[config.mk]
export PLATFORM = sky130hd
export DESIGN_NAME = websocket_frame_deframer_top
export DESIGN_NICKNAME = d
export VERILOG_FILES = /design/src/hw/rtl/wfd_pkg.sv /design/src/hw/rtl/websocket_frame_deframer_top.sv
export SDC_FILE = /design/constraint.sdc
export NUM_CORES = 1
export LEC_CHECK = 0
export BUFFER_PORTS_ARGS = -buffer_cell sky130_fd_sc_hd__buf_4
export CAP_MARGIN = 15
export CORE_MARGIN = 3
export CORE_UTILIZATION = 45
export DETAILED_ROUTE_END_ITERATION = 10
export PLACE_DENSITY_LB_ADDON = 0.1
export SLEW_MARGIN = 20
export SYNTH_ARGS = -nofsm -noshare
export SYNTH_HDL_FRONTEND = slang
export SYNTH_SLANG_ARGS = --single-unit
[constraint.sdc]
create_clock -name clk -period 6 [get_ports clk]
set_clock_uncertainty 0.1 [all_clocks]
set_input_delay 0.3 -clock clk [delete_from_list [all_inputs] [get_ports clk]]
set_output_delay 0.3 -clock clk [all_outputs]
set_load 0.01 [all_outputs]
[src/hw/rtl/wfd_pkg.sv]
package wfd_pkg;

    localparam logic [2:0] PH_OPCODE  = 3'd0;
    localparam logic [2:0] PH_LENGTH  = 3'd1;
    localparam logic [2:0] PH_EXTLEN  = 3'd2;
    localparam logic [2:0] PH_MASK    = 3'd3;
    localparam logic [2:0] PH_PAYLOAD = 3'd4;

    localparam logic [7:0] OP_TEXT_FINAL   = 8'h81;
    localparam logic [7:0] OP_BINARY_FINAL = 8'h82;
    localparam logic [6:0] LEN_MASK        = 7'h7f;
    localparam logic [6:0] LEN_EXT16       = 7'd126;
    localparam logic [6:0] LEN_EXT64       = 7'd127;

    localparam logic [2:0] EXT16_BYTES_M1 = 3'd1;
    localparam logic [2:0] EXT64_BYTES_M1 = 3'd7;
    localparam logic [2:0] MASK_BYTES_M1  = 3'd3;

    typedef struct packed {
        logic [7:0] data_byte;
        logic       chunk_start;
    } rx_item_t;

    typedef struct packed {
        logic [7:0] payload_byte;
        logic       is_binary;
        logic       last_byte;
        logic       empty_frame;
        logic       aborted;
    } pl_item_t;

endpackage

[src/hw/rtl/websocket_frame_deframer_top.sv]
// WebSocket frame deframer: takes one stream byte per transfer on rx and gives
// one unmasked payload byte per transfer on pl, plus single status transfers for
// empty frames (empty_frame) and frames abandoned by a restart (aborted). Only
// final text (0x81) and final binary (0x82) frames are taken; after a bad first
// byte, input is dropped until a chunk start carries a valid first byte. One byte
// is accepted every cycle while rx_stall is low; its result, if any, is registered.
// The header decode, 64-bit length count and key XOR are all combinational
// between the byte transfer and the result register (or skid); a two-entry
// output stage (result register plus skid) keeps rx running while pl stalls, and
// rx_stall rises only while the skid entry is held.
module websocket_frame_deframer_top
    import wfd_pkg::*;
(
    input  logic     clk,
    input  logic     rst_n,
    input  logic     rx_valid,
    output logic     rx_stall,
    input  rx_item_t rx_data,
    output logic     pl_valid,
    input  logic     pl_stall,
    output pl_item_t pl_data
);

    logic [2:0]  phase_reg, phase_next;
    logic        discarding_reg, discarding_next;
    logic [2:0]  hdr_cnt_reg, hdr_cnt_next;
    logic [63:0] remaining_reg, remaining_next;
    logic [31:0] mask_key_reg, mask_key_next;
    logic        mask_present_reg, mask_present_next;
    logic [1:0]  mask_phase_reg, mask_phase_next;
    logic        frame_binary_reg, frame_binary_next;

    logic        out_valid_reg;
    pl_item_t    out_data_reg;
    logic        skid_valid_reg;
    pl_item_t    skid_data_reg;

    logic        accept;
    logic        res_valid;
    pl_item_t    res;
    logic [7:0]  b;
    logic        cs;
    logic        op_ok;
    logic [6:0]  len7;
    logic [63:0] ext_len;
    logic [63:0] rem_dec;
    logic [7:0]  key_byte;

    assign accept = rx_valid && !rx_stall;
    assign b      = rx_data.data_byte;
    assign cs     = rx_data.chunk_start;
    assign op_ok  = (b == OP_TEXT_FINAL) || (b == OP_BINARY_FINAL);
    assign len7   = b[6:0] & LEN_MASK;
    assign ext_len  = {remaining_reg[55:0], b};
    assign rem_dec  = remaining_reg - 64'd1;
    assign key_byte = 8'(mask_key_reg >> {~mask_phase_reg, 3'b000});

    always_comb
    begin
        phase_next        = phase_reg;
        discarding_next   = discarding_reg;
        hdr_cnt_next      = hdr_cnt_reg;
        remaining_next    = remaining_reg;
        mask_key_next     = mask_key_reg;
        mask_present_next = mask_present_reg;
        mask_phase_next   = mask_phase_reg;
        frame_binary_next = frame_binary_reg;
        res_valid         = 1'b0;
        res               = '0;
        res.is_binary     = frame_binary_reg;

        if (discarding_reg || phase_reg == PH_OPCODE || (cs && op_ok))
        begin
            if (op_ok && (cs || !discarding_reg))
            begin
                if (!discarding_reg && phase_reg != PH_OPCODE)
                begin
                    res_valid   = 1'b1;
                    res.aborted = 1'b1;
                end
                frame_binary_next = (b == OP_BINARY_FINAL);
                phase_next        = PH_LENGTH;
                discarding_next   = 1'b0;
                hdr_cnt_next      = '0;
                remaining_next    = '0;
                mask_key_next     = '0;
                mask_present_next = 1'b0;
                mask_phase_next   = '0;
            end
            else if (!discarding_reg)
            begin
                discarding_next = 1'b1;
            end
        end
        else
        begin
            case (phase_reg)
                PH_LENGTH:
                begin
                    mask_present_next = b[7];
                    if (len7 == LEN_EXT16 || len7 == LEN_EXT64)
                    begin
                        remaining_next = '0;
                        hdr_cnt_next   = (len7 == LEN_EXT16) ? EXT16_BYTES_M1 : EXT64_BYTES_M1;
                        phase_next     = PH_EXTLEN;
                    end
                    else
                    begin
                        remaining_next = {57'd0, len7};
                        if (b[7])
                        begin
                            phase_next    = PH_MASK;
                            hdr_cnt_next  = MASK_BYTES_M1;
                            mask_key_next = '0;
                        end
                        else
                        begin
                            mask_phase_next = '0;
                            hdr_cnt_next    = '0;
                            if (len7 == 7'd0)
                            begin
                                phase_next      = PH_OPCODE;
                                res_valid       = 1'b1;
                                res.empty_frame = 1'b1;
                            end
                            else
                            begin
                                phase_next = PH_PAYLOAD;
                            end
                        end
                    end
                end
                PH_EXTLEN:
                begin
                    remaining_next = ext_len;
                    if (hdr_cnt_reg == 3'd0)
                    begin
                        if (mask_present_reg)
                        begin
                            phase_next    = PH_MASK;
                            hdr_cnt_next  = MASK_BYTES_M1;
                            mask_key_next = '0;
                        end
                        else
                        begin
                            mask_phase_next = '0;
                            if (ext_len == 64'd0)
                            begin
                                phase_next      = PH_OPCODE;
                                res_valid       = 1'b1;
                                res.empty_frame = 1'b1;
                            end
                            else
                            begin
                                phase_next = PH_PAYLOAD;
                            end
                        end
                    end
                    else
                    begin
                        hdr_cnt_next = hdr_cnt_reg - 3'd1;
                    end
                end
                PH_MASK:
                begin
                    mask_key_next = {mask_key_reg[23:0], b};
                    if (hdr_cnt_reg == 3'd0)
                    begin
                        mask_phase_next = '0;
                        if (remaining_reg == 64'd0)
                        begin
                            phase_next      = PH_OPCODE;
                            res_valid       = 1'b1;
                            res.empty_frame = 1'b1;
                        end
                        else
                        begin
                            phase_next = PH_PAYLOAD;
                        end
                    end
                    else
                    begin
                        hdr_cnt_next = hdr_cnt_reg - 3'd1;
                    end
                end
                PH_PAYLOAD:
                begin
                    mask_phase_next  = mask_phase_reg + 2'd1;
                    remaining_next   = rem_dec;
                    res_valid        = 1'b1;
                    res.payload_byte = mask_present_reg ? (b ^ key_byte) : b;
                    if (rem_dec == 64'd0)
                    begin
                        phase_next    = PH_OPCODE;
                        res.last_byte = 1'b1;
                    end
                end
                default:
                begin
                    phase_next = PH_OPCODE;
                end
            endcase
        end
    end

    always_ff @(posedge clk or negedge rst_n)
    begin
        if (!rst_n)
        begin
            phase_reg        <= PH_OPCODE;
            discarding_reg   <= 1'b0;
            hdr_cnt_reg      <= '0;
            remaining_reg    <= '0;
            mask_key_reg     <= '0;
            mask_present_reg <= 1'b0;
            mask_phase_reg   <= '0;
            frame_binary_reg <= 1'b0;
        end
        else if (accept)
        begin
            phase_reg        <= phase_next;
            discarding_reg   <= discarding_next;
            hdr_cnt_reg      <= hdr_cnt_next;
            remaining_reg    <= remaining_next;
            mask_key_reg     <= mask_key_next;
            mask_present_reg <= mask_present_next;
            mask_phase_reg   <= mask_phase_next;
            frame_binary_reg <= frame_binary_next;
        end
    end

    // result register plus skid entry
    always_ff @(posedge clk or negedge rst_n)
    begin
        if (!rst_n)
        begin
            out_valid_reg  <= 1'b0;
            skid_valid_reg <= 1'b0;
        end
        else if (!out_valid_reg || !pl_stall)
        begin
            if (skid_valid_reg)
            begin
                out_valid_reg  <= 1'b1;
                skid_valid_reg <= 1'b0;
            end
            else
            begin
                out_valid_reg <= accept && res_valid;
            end
        end
        else if (accept && res_valid)
        begin
            skid_valid_reg <= 1'b1;
        end
    end

    always_ff @(posedge clk)
    begin
        if (!out_valid_reg || !pl_stall)
        begin
            out_data_reg <= skid_valid_reg ? skid_data_reg : res;
        end
        else if (accept && res_valid)
        begin
            skid_data_reg <= res;
        end
    end

    assign rx_stall = skid_valid_reg;
    assign pl_valid = out_valid_reg;
    assign pl_data  = out_data_reg;

endmodule

==> run_results.csv, run 1 <==
group,metric,value,unit
outcome,outcome,"finished, final reports clean",
timing,worst_slew_margin_rel,27.3,%
final_layout,area.sequential,3450,um^2
floorplanning,fp-row-count,50,
timing,setup_viol,0,
floorplanning,floorplan.die.width,145,um
synthesis,ys_warn_count,0,
global_routing,grt_first_pass_wirelength,44400,um
clock_network,ctsHoldBuffers,1,
synthesis,synth_cell_types,66,
final_layout,multi_input_comb_area,4850,um^2
global_routing,grt_pass1_vias,7660,
clock_network,cts_root_buf,"sky130_fd_sc_hd__clkbuf_16",
synthesis,synthDominantCellAreaShare,31.3,%
clock_network,cts_resizes,0,
floorplanning,io-pin-count,27,
critical_path,worstSetupStartpointType,"flop",
final_layout,fillerInstances,1811,
synthesis,synth-async-reset-ratio,82.0,%
clock_network,post_cts_buffers,0,
timing,period_needed,4.27,ns
synthesis,synth_top_flop_cell,"sky130_fd_sc_hd__dfrtp_1",
power_and_ir_drop,design_power_total,4.82,mW
timing,hold_viol_final,0,
timing,rsz_0062_raised_after_global_routing,"no",
timing,fmax,234,MHz
detailed_routing,routed_wirelength,27800,um
critical_path,timing.critical_path.to_type,"flop",
synthesis,synth_most_common_cell,"sky130_fd_sc_hd__nand2_1",
floorplanning,core-area,18800,um^2
synthesis,ys_top_cells_by_area,"sky130_fd_sc_hd__dfrtp_1 31%, sky130_fd_sc_hd__edfxtp_1 8.3%, sky130_fd_sc_hd__o21ai_0 7.7%",
critical_path,timing.critical_path.required,6.16,ns
global_routing,grt_antenna_before_repair,1,
place,final_replace_weighted_congestion,0.982,
synthesis,post-synth-top-area-cell,"sky130_fd_sc_hd__dfrtp_1",
detailed_routing,remaining_drc_errors,0,
synthesis,synth_enable_flop_cells,24,
critical_path,setup.worst_path.class,"flop to flop",
place,port_buffers,26,
min_path,worst_hold_path_type,"input port to flop",
final_layout,areaGrowthSynthToFinish,9.69,%
final_layout,num-nets-final,1047,
detailed_routing,route.detailed.wl_per_inst,21.4,um
power_and_ir_drop,power.leakage,3.85,nW
timing,final.period_utilization,71.2,%
clock_network,cts.htree.levels,4,
synthesis,avgSynthCellArea,8.18,um^2
timing,final.setup.tns,0,ns
floorplanning,fp.dieH,145,um
clock_network,cts_sinks,133,
detailed_routing,routed-via-count,8116,
synthesis,mappedNetlistArea,8700,um^2
floorplanning,die_area,21000,um^2
place,dpl.hpwl,19100,um
job,max-cap-violations,0,
clock_network,cts_buffers,17,
clock_network,clk_pin_slew,0.06,ns
detailed_routing,detailedRoute.firstPassIterationCount,5,
synthesis,ys_seq_area_share,39.6,%
clock_network,clkLatencyLatePin,0.43,ns
synthesis,net_count_of_the_mapped_netlist,1082,
detailed_routing,drt_iter0_markers,1050,
clock_network,clock_tree_from_tritoncts,"yes",
synthesis,synth.top_cells.by_count,"163 x sky130_fd_sc_hd__nand2_1, 134 x sky130_fd_sc_hd__o21ai_0, 109 x sky130_fd_sc_hd__dfrtp_1, 100 x sky130_fd_sc_hd__nor2_1, 76 x sky130_fd_sc_hd__clkbuf_1",
final_layout,insertedDiodeCount,0,
power_and_ir_drop,max-vdd-ir-drop,0.277,mV
final_layout,drive_above_1_share,10.5,%
power_and_ir_drop,power_dens_cells,505,nW/um^2
critical_path,arrival,4.43,ns
global_routing,grt_start_max_net_pins,75,
synthesis,yosys_register_bits,133,
detailed_routing,antenna_violating_nets_post_route,0,
floorplanning,initial_core_util,46.2,%
timing,timing.final.max_slew_violations,0,
global_routing,groute.usage.overall,26.2,%
critical_path,worstPathMaxFanout,17,
synthesis,synthesis.instances,1064,
detailed_routing,post_drt_via_cell_ratio,6.23,
clock_network,cts-root-to-sink-buffers,2,
timing,timing_worst_slew_pin_value,1.09,ns
global_routing,globalRoute.totalOverflow,0,
final_layout,largest_reg_flops,64,
## logic make-up (layout without fill, tap and decap cells)
family	Yosys count	count (layout)	share of synthesized area [%]
compound gates	282	282	19.5
xor+xnor	50	50	5.12
fa+ha+maj	5	5	0.719
buf+inv	112	90	5.12
flops	133	133	39.6
mux	10	10	2.33
simple gates	472	472	27.6
## placed cells by master (no fill, tap or decap), types with 4 or more instances in the layout
cell,count
sky130_fd_sc_hd__a22oi_1,33
sky130_fd_sc_hd__a32oi_1,7
sky130_fd_sc_hd__clkinv_4,4
sky130_fd_sc_hd__nand2b_1,9
sky130_fd_sc_hd__nor3_1,43
sky130_fd_sc_hd__nand2_1,163
sky130_fd_sc_hd__nor4_2,7
sky130_fd_sc_hd__ha_1,5
sky130_fd_sc_hd__or4_1,9
sky130_fd_sc_hd__edfxtp_1,24
sky130_fd_sc_hd__xor2_1,28
sky130_fd_sc_hd__a31oi_1,5
sky130_fd_sc_hd__o31ai_1,14
sky130_fd_sc_hd__and3_1,7
sky130_fd_sc_hd__or3_1,9
sky130_fd_sc_hd__nor2_1,98
sky130_fd_sc_hd__clkbuf_16,17
sky130_fd_sc_hd__nand4_1,19
sky130_fd_sc_hd__nor4b_1,8
sky130_fd_sc_hd__dfrtp_1,109
sky130_fd_sc_hd__nor2b_1,4
sky130_fd_sc_hd__o211ai_1,4
sky130_fd_sc_hd__a21oi_1,47
sky130_fd_sc_hd__and2_1,7
sky130_fd_sc_hd__o21ai_0,133
sky130_fd_sc_hd__nor4_1,38
sky130_fd_sc_hd__and4_1,5
sky130_fd_sc_hd__o22ai_1,10
sky130_fd_sc_hd__mux4_2,8
sky130_fd_sc_hd__nand4b_1,6
sky130_fd_sc_hd__or2_2,4
sky130_fd_sc_hd__xnor2_1,21
sky130_fd_sc_hd__nand3_1,18
sky130_fd_sc_hd__buf_4,36
sky130_fd_sc_hd__inv_1,21
## critical path, stage by stage (launching register included)
cell	delay, ns
sky130_fd_sc_hd__dfrtp_1	0.46
sky130_fd_sc_hd__inv_1	0.13
sky130_fd_sc_hd__ha_1	0.31
sky130_fd_sc_hd__nor3b_2	0.39
sky130_fd_sc_hd__nand4_1	0.66
sky130_fd_sc_hd__nor4_2	0.80
sky130_fd_sc_hd__xnor2_1	0.21
sky130_fd_sc_hd__o211ai_1	0.17
sky130_fd_sc_hd__nor4_1	0.37
sky130_fd_sc_hd__nand4_1	0.28
sky130_fd_sc_hd__o31ai_2	0.23
## per-layer routing
| metal | vias up | share of wire [%] | track usage [%] |
|---|---|---|---|
| li1 | 3796 | - | - |
| met3 | 43 | 8.6 | 6.12 |
| met5 | - | 0.047 | 0 |
| met2 | 420 | 43 | 36.9 |
| met4 | 2 | 1.9 | 6.93 |
| met1 | 3855 | 47 | 40.4 |
## final timing paths
path | from | to | slack [ns] | cells past startpoint
max | remaining_reg[0]$_DFFE_PN0P_ | pl_data[2]$_DFFE_PN_ | 1.73 | 10
min reg2reg | mask_key_reg[31]$_DFFE_PN0P_ | mask_key_reg[31]$_DFFE_PN0P_ | 0.38 | 2
min in group asynchronous | rst_n | pl_valid$_DFFE_PN0N_ | 0.35 | 2
min | rx_data[5] | mask_key_reg[4]$_DFFE_PN0P_ | 0.06 | 3
max in group asynchronous | rst_n | remaining_reg[30]$_DFFE_PN0P_ | 4.16 | 3
max reg2reg | remaining_reg[0]$_DFFE_PN0P_ | pl_data[2]$_DFFE_PN_ | 1.73 | 10
## through the flow
stage	util (%)	setup WS, ns	hold slack, ns	cell area [um^2]	std cells
after floorplan	-	2.22	-0.0956	8700	1064
after detailed placement	47.6	1.90	0.285	8970	1269
after global routing	50.7	1.46	0.0759	9550	1302
after CTS	50.7	1.86	0.0505	9550	1302
final	50.7	1.73	0.0637	9550	1302
after global placement	47.6	2.12	0.286	8970	1269
## where the power goes
group          total [mW]  switching [mW]  internal, mW  leakage (nW)
combinational        2.66            1.79         0.870          1.79
sequential           1.14           0.142         0.994          1.79
clock                1.02           0.434         0.585         0.277
total                4.82            2.37          2.45          3.85
## cell type report
| class | instances | share of cell area [%] |
|---|---|---|
| tap | 260 | 3.41 |
| inverter | 21 | 0.826 |
| clock buffer | 18 | 4.60 |
| timing repair buffer | 37 | 2.94 |
| clock inverter | 14 | 1.34 |
| sequential | 133 | 36.1 |
| multi-input combinational | 819 | 50.8 |
Note: power is estimated with default switching activity, not from simulation.
==> run 2, diff against run 1 <==
==> constraint.sdc (replaced) <==
create_clock -name clk -period 4.1 [get_ports clk]
set_clock_uncertainty 0.1 [all_clocks]
set_input_delay 0.205 -clock clk [delete_from_list [all_inputs] [get_ports clk]]
set_output_delay 0.205 -clock clk [all_outputs]
set_load 0.01 [all_outputs]
==> run 2 against run 1 <==
- non-clock buffer count is 38 higher
- sequential share of layout area fell by 1.3 points
- power up 53%
- sequential power rose by 43%
- critical path depth grew 1
- global-route usage rose by 0.60 points
- count of clock-buffer cells in the layout up 1
- core utilization is 1.9 points higher
- setup slack worse by 1.4 ns
- routed wire length up 1.6%
- critical path type unchanged
- critical endpoint unchanged
- largest cell class unchanged
- largest power group unchanged
- highest routed layer is now met4
==> run_results.csv, run 2 (synthesized netlist as in run 1, its figures left out) <==
group,metric,value,unit
final_layout,mostFrequentLayoutCells,"163 x sky130_fd_sc_hd__nand2_1, 133 x sky130_fd_sc_hd__o21ai_0, 109 x sky130_fd_sc_hd__dfrtp_1",
power_and_ir_drop,p_int,3.90,mW
global_routing,grt_first_pass_wirelength,45400,um
floorplanning,floorplan.die.width,145,um
final_layout,largest_reg_flops,64,
final_layout,areaGrowthSynthToFinish,13.8,%
power_and_ir_drop,power.leakage,4.06,nW
critical_path,timing.critical_path.required,4.26,ns
critical_path,crit_path_start,"remaining_reg[0]$_DFFE_PN0P_",
critical_path,worstSetupStartpointType,"flop",
timing,setup_viol,0,
place,port_buffers,26,
clock_network,ctsHoldBuffers,8,
detailed_routing,post_drt_via_cell_ratio,6.20,
power_and_ir_drop,share_clk_of_total_power,22.2,%
timing,final.setup.tns,0,ns
outcome,outcome,"finished, final reports clean",
detailed_routing,routed-via-count,8302,
clock_network,cts.htree.levels,4,
place,final_replace_weighted_congestion,1.00,
critical_path,crit-reg2reg-capture,"pl_data[2]$_DFFE_PN_",
clock_network,post_cts_buffers,0,
timing,final.period_utilization,91.1,%
floorplanning,fp-row-count,50,
timing,period_needed,3.74,ns
critical_path,crit_end,"pl_data[2]$_DFFE_PN_",
critical_path,worstPathMaxFanout,12,
floorplanning,initial_core_util,46.2,%
global_routing,grt_antenna_before_repair,0,
detailed_routing,route.detailed.wl_per_inst,21.1,um
floorplanning,core-area,18800,um^2
critical_path,arrival,3.89,ns
power_and_ir_drop,power.sequential.fraction,22.1,%
detailed_routing,antenna_violating_nets_post_route,0,
critical_path,timing.critical_path.to_type,"flop",
clock_network,cts-root-to-sink-buffers,2,
clock_network,clkLatencyLatePin,0.43,ns
global_routing,grt_start_max_net_pins,52,
clock_network,cts_buffers,17,
clock_network,cts_root_buf,"sky130_fd_sc_hd__clkbuf_16",
clock_network,clk_pin_slew,0.06,ns
detailed_routing,routed_wirelength,28200,um
power_and_ir_drop,power_dens_cells,745,nW/um^2
detailed_routing,remaining_drc_errors,0,
final_layout,mostFrequentLayoutCell,"sky130_fd_sc_hd__nand2_1",
timing,timing_worst_slew_pin_value,0.846,ns
timing,timing.hold.ws,0.0166,ns
timing,fmax,268,MHz
critical_path,setup.reg_to_reg.worst_slack,0.36,ns
final_layout,drive_above_1_share,13.0,%
global_routing,grt_pass1_vias,7727,
final_layout,num-nets-final,1085,
detailed_routing,drt_iter0_markers,881,
clock_network,clock_tree_from_tritoncts,"yes",
place,numPlacedInstances,1300,
critical_path,depth_of_the_most_critical_reg_to_reg_path,11,
critical_path,startpoint_of_the_worst_register_to_register_path,"remaining_reg[0]$_DFFE_PN0P_",
power_and_ir_drop,power.share.switching,47.2,%
power_and_ir_drop,share_comb_of_total_power,55.8,%
timing,timing.final.max_slew_violations,0,
clock_network,cts_resizes,0,
power_and_ir_drop,max-vdd-ir-drop,0.399,mV
floorplanning,io-pin-count,27,
job,max-cap-violations,0,
timing,rsz_0062_raised_after_global_routing,"no",
detailed_routing,detailedRoute.firstPassIterationCount,5,
timing,worst_slew_margin_rel,43.6,%
critical_path,setup.worst_path.class,"flop to flop",
power_and_ir_drop,net_load_switching_power,3.49,mW
min_path,worst_hold_path_type,"input port to flop",
global_routing,groute.usage.overall,26.8,%
global_routing,globalRoute.totalOverflow,0,
floorplanning,fp.dieH,145,um
timing,hold_viol_final,0,
final_layout,insertedDiodeCount,0,
clock_network,cts_sinks,133,
floorplanning,die_area,21000,um^2
final_layout,final_cells,1340,
place,dpl.hpwl,20200,um
run 2: metal layers:
metal | routed length [um] | global-route usage (%)
met5 | 0 | 0
met1 | 13400 | 42.5
met4 | 516 | 8.21
met3 | 2430 | 5.00
met2 | 11900 | 36.8
run 2: cell type report:
class                   count  area [um^2]
well taps                 260          325
clock buffers              19          464
fillers                  1764         8920
flip-flops and latches    133         3450
clock inverters            13          161
multi-input cells         819         4850
inverters                  21         78.8
repair buffers             75          583
run 2: worst min path at each step:
stage / start / to / slack (ns) / cells past startpoint
floorplan: rst_n / discarding_reg$_DFFE_PN0P_ / -0.19 / 0
global placement: rst_n / pl_valid$_DFFE_PN0N_ / 0.07 / 1
detailed placement: rst_n / pl_valid$_DFFE_PN0N_ / 0.07 / 1
CTS: rx_data[8] / frame_binary_reg$_DFFE_PN0P_ / 0.002 / 3
global route: rx_data[8] / frame_binary_reg$_DFFE_PN0P_ / 0.02 / 3
finish: rx_data[8] / frame_binary_reg$_DFFE_PN0P_ / 0.02 / 3
run 2: through the flow:
stage / setup slack [ns] / power [mW] / instance area, um^2 / utilization (%)
6_report: 0.364 / 7.38 / 9910 / 52.6
3_3_place_gp: 0.515 / 5.68 / 9200 / 48.9
4_1_cts: 0.433 / 7.31 / 9910 / 52.6
5_1_grt: 0.154 / 7.79 / 9910 / 52.6
2_1_floorplan: 0.324 / 4.37 / 8700 / -
3_5_place_dp: 0.513 / 5.64 / 9200 / 48.9
run 2: power by group through the flow:
| stage | clock network (mW) | registers (mW) | logic [mW] |
|---|---|---|---|
| finish | 1.64 | 1.63 | 4.12 |
| global placement | 0 | 1.65 | 4.03 |
| global route | 1.71 | 1.65 | 4.44 |
| CTS | 1.66 | 1.62 | 4.03 |
| floorplan | 0 | 1.56 | 2.81 |
| detailed placement | 0 | 1.65 | 3.99 |
run 2: critical path: stages (launching register included):
cell and delay (ns):
sky130_fd_sc_hd__dfrtp_1 0.46, sky130_fd_sc_hd__inv_1 0.14, sky130_fd_sc_hd__ha_1 0.32, sky130_fd_sc_hd__nor3b_2 0.37, sky130_fd_sc_hd__nand4_1 0.17, sky130_fd_sc_hd__buf_4 0.23
sky130_fd_sc_hd__nor4_1 0.46, sky130_fd_sc_hd__xnor2_1 0.29, sky130_fd_sc_hd__nand4b_1 0.14, sky130_fd_sc_hd__nor4_1 0.36, sky130_fd_sc_hd__nand4_1 0.28, sky130_fd_sc_hd__o31ai_2 0.24
==> run 3, diff against run 2 <==
--- a/config.mk
+++ b/config.mk
@@ -11,6 +11,7 @@
 export CORE_UTILIZATION = 45
 export DETAILED_ROUTE_END_ITERATION = 10
 export PLACE_DENSITY_LB_ADDON = 0.1
+export RECOVER_POWER = 50
 export SLEW_MARGIN = 20
 export SYNTH_ARGS = -nofsm -noshare
 export SYNTH_HDL_FRONTEND = slang
==> constraint.sdc (replaced) <==
create_clock -name clk -period 3.9 [get_ports clk]
set_clock_uncertainty 0.1 [all_clocks]
set_input_delay 0.195 -clock clk [delete_from_list [all_inputs] [get_ports clk]]
set_output_delay 0.195 -clock clk [all_outputs]
set_load 0.01 [all_outputs]
==> run 3 against run 2 <==
- count of clock-buffer cells in the layout did not move
- via count fell by 0.73%
- core utilization fell by 0.70 points
- largest cell class unchanged
- register-to-register slack barely moved
- critical path depth fell by 3
- power rose by 3.3%
- the run now ends with capacitance limit, slew limit left
- flip-flop and latch count did not move
- first-iteration DRC count rose by 22%
==> run_results.csv, run 3 (synthesized netlist as in run 1, its figures left out) <==
group,metric,value,unit
outcome,outcome,"finished, violations left",
outcome,failed_checks,"capacitance limit, slew limit",
detailed_routing,drt_iter0_markers,1077,
floorplanning,core-area,18800,um^2
timing,worst_slew_margin_rel,-22.1,%
timing,setup_viol,0,
final_layout,post-route-util,51.9,%
clock_network,cts_resizes,0,
timing,timing.final.max_slew_violations,71,
floorplanning,die_area,21000,um^2
min_path,min-delay-start,"rx_valid",
place,port_buffers,26,
floorplanning,initial_core_util,46.2,%
critical_path,worstPathMaxFanout,8,
floorplanning,floorplan.die.width,145,um
power_and_ir_drop,max-vdd-ir-drop,0.505,mV
global_routing,grt_pass1_vias,7618,
timing,timing_worst_slew_pin_value,1.83,ns
global_routing,globalRoute.totalOverflow,0,
critical_path,crit-reg2reg-capture,"pl_data[2]$_DFFE_PN_",
critical_path,worstSetupStartpointType,"flop",
place,final_replace_weighted_congestion,0.975,
place,dpl.hpwl,19500,um
clock_network,clk_pin_slew,0.06,ns
floorplanning,fp-row-count,50,
power_and_ir_drop,power_dens_cells,781,nW/um^2
final_layout,largest_reg_flops,64,
power_and_ir_drop,share_clk_of_total_power,20.8,%
power_and_ir_drop,p_int,3.95,mW
timing,rsz_0062_raised_after_global_routing,"no",
floorplanning,io-pin-count,27,
critical_path,arrival,3.70,ns
final_layout,fillerInstances,1760,
critical_path,crit_end,"pl_data[2]$_DFFE_PN_",
floorplanning,fp.dieH,145,um
final_layout,mostFrequentLayoutCells,"163 x sky130_fd_sc_hd__nand2_1, 133 x sky130_fd_sc_hd__o21ai_0, 109 x sky130_fd_sc_hd__dfrtp_1",
clock_network,cts_buffers,17,
final_layout,mostFrequentLayoutCell,"sky130_fd_sc_hd__nand2_1",
clock_network,cts.htree.levels,4,
critical_path,timing.critical_path.required,4.06,ns
critical_path,depth_of_the_most_critical_reg_to_reg_path,8,
critical_path,startpoint_of_the_worst_register_to_register_path,"remaining_reg[3]$_DFFE_PN0P_",
clock_network,cts_root_buf,"sky130_fd_sc_hd__clkbuf_16",
critical_path,timing.critical_path.to_type,"flop",
detailed_routing,remaining_drc_errors,0,
critical_path,setup.worst_path.class,"flop to flop",
timing,fmax,282,MHz
power_and_ir_drop,power.sequential.fraction,22.7,%
final_layout,insertedDiodeCount,0,
detailed_routing,antenna_violating_nets_post_route,0,
final_layout,num-nets-final,1082,
timing,final.period_utilization,90.8,%
timing,hold_viol_final,0,
clock_network,clkLatencyLatePin,0.43,ns
timing,period_needed,3.54,ns
final_layout,areaGrowthSynthToFinish,12.3,%
power_and_ir_drop,power.leakage,3.94,nW
global_routing,grt_start_max_net_pins,71,
critical_path,setup.reg_to_reg.worst_slack,0.36,ns
detailed_routing,detailedRoute.firstPassIterationCount,5,
detailed_routing,post_drt_via_cell_ratio,6.17,
detailed_routing,routed-via-count,8241,
global_routing,grt_first_pass_wirelength,44700,um
detailed_routing,route.detailed.wl_per_inst,21.1,um
final_layout,drive_above_1_share,10.8,%
clock_network,clock_tree_from_tritoncts,"yes",
min_path,worst_hold_path_type,"input port to flop",
power_and_ir_drop,power.share.switching,48.2,%
power_and_ir_drop,net_load_switching_power,3.68,mW
job,max-cap-violations,1,
clock_network,cts-root-to-sink-buffers,2,
global_routing,grt_antenna_before_repair,0,
clock_network,cts_sinks,133,
timing,final.setup.tns,0,ns
detailed_routing,routed_wirelength,28100,um
power_and_ir_drop,share_comb_of_total_power,56.5,%
critical_path,crit_path_start,"remaining_reg[3]$_DFFE_PN0P_",
global_routing,groute.usage.overall,26.6,%
==> run 3: cell types whose count changed in the layout (fill, tap and decap cells not counted), moves of 2 or more <==
cell	change
sky130_fd_sc_hd__buf_4	-24
sky130_fd_sc_hd__clkbuf_1	+17
sky130_fd_sc_hd__dlygate4sd3_1	+3
sky130_fd_sc_hd__inv_8	-3
sky130_fd_sc_hd__clkbuf_2	+2
sky130_fd_sc_hd__clkinvlp_4	+2
==> run 3: per-stage QoR <==
stage | setup WS (ns) | hold slack [ns] | instance area [um^2] | std cells | power [mW]
after floorplan | 0.124 | -0.201 | 8700 | 1064 | 4.59
after global placement | 0.565 | 0.296 | 9170 | 1294 | 5.94
after detailed placement | 0.487 | 0.287 | 9170 | 1294 | 5.91
after CTS | 0.464 | 0.159 | 9850 | 1336 | 7.53
after global routing | 0.220 | 0.222 | 9780 | 1336 | 8.05
final | 0.357 | 0.175 | 9780 | 1336 | 7.63
==> run 3: area by class of cell <==
| type | instances | area [um^2] | share of cell area, % |
|---|---|---|---|
| repair buffers | 72 | 503 | 5.15 |
| flip-flops and latches | 133 | 3450 | 35.3 |
| inverters | 21 | 78.8 | 0.806 |
| clock inverters | 12 | 119 | 1.22 |
| clock buffers | 19 | 454 | 4.65 |
| multi-input cells | 819 | 4850 | 49.6 |
| well taps | 260 | 325 | 3.33 |
==> run 3: worst min path at each step <==
stage	to	depth (start not counted)
floorplan	discarding_reg$_DFFE_PN0P_	0
finish	discarding_reg$_DFFE_PN0P_	5
global route	discarding_reg$_DFFE_PN0P_	5
CTS	discarding_reg$_DFFE_PN0P_	5
global placement	rx_stall$_DFFE_PN0P_	1
detailed placement	pl_valid$_DFFE_PN0N_	1
==> run 3: critical path, stage by stage (launching register included) <==
cell	delay (ns)
sky130_fd_sc_hd__dfrtp_1	0.48
sky130_fd_sc_hd__nor4_1	0.62
sky130_fd_sc_hd__nand4_1	0.29
sky130_fd_sc_hd__or4_1	0.69
sky130_fd_sc_hd__xnor2_2	0.24
sky130_fd_sc_hd__nand2b_1	0.09
sky130_fd_sc_hd__nor4_1	0.36
sky130_fd_sc_hd__nand4_1	0.28
sky130_fd_sc_hd__o31ai_2	0.23
==> run 3: timing repair <==
| item | 4_1_cts | 5_1_grt |
|---|---|---|
| endpoints found under the hold margin | 79 | 0 |
| hold buffers | 11 | 0 |
| setup endpoints to repair | 0 | 0 |
| setup buffers | 0 | 0 |
==> run 3: power by group through the flow <==
stage          clock, mW  sequential (mW)  combinational (mW)
5_1_grt             1.68             1.75                4.62
4_1_cts             1.61             1.72                4.20
3_5_place_dp           0             1.75                4.16
2_1_floorplan          0             1.64                2.96
3_3_place_gp           0             1.75                4.19
6_report            1.59             1.73                4.31
==> run 3: metal layers <==
layer | wire length, um | vias to the layer above | global-route usage (%)
met5 | 0 | - | 0
met1 | 13200 | 3922 | 40.9
met2 | 12000 | 391 | 37.5
li1 | - | 3866 | -
met4 | 680 | 0 | 8.12
met3 | 2240 | 62 | 5.37
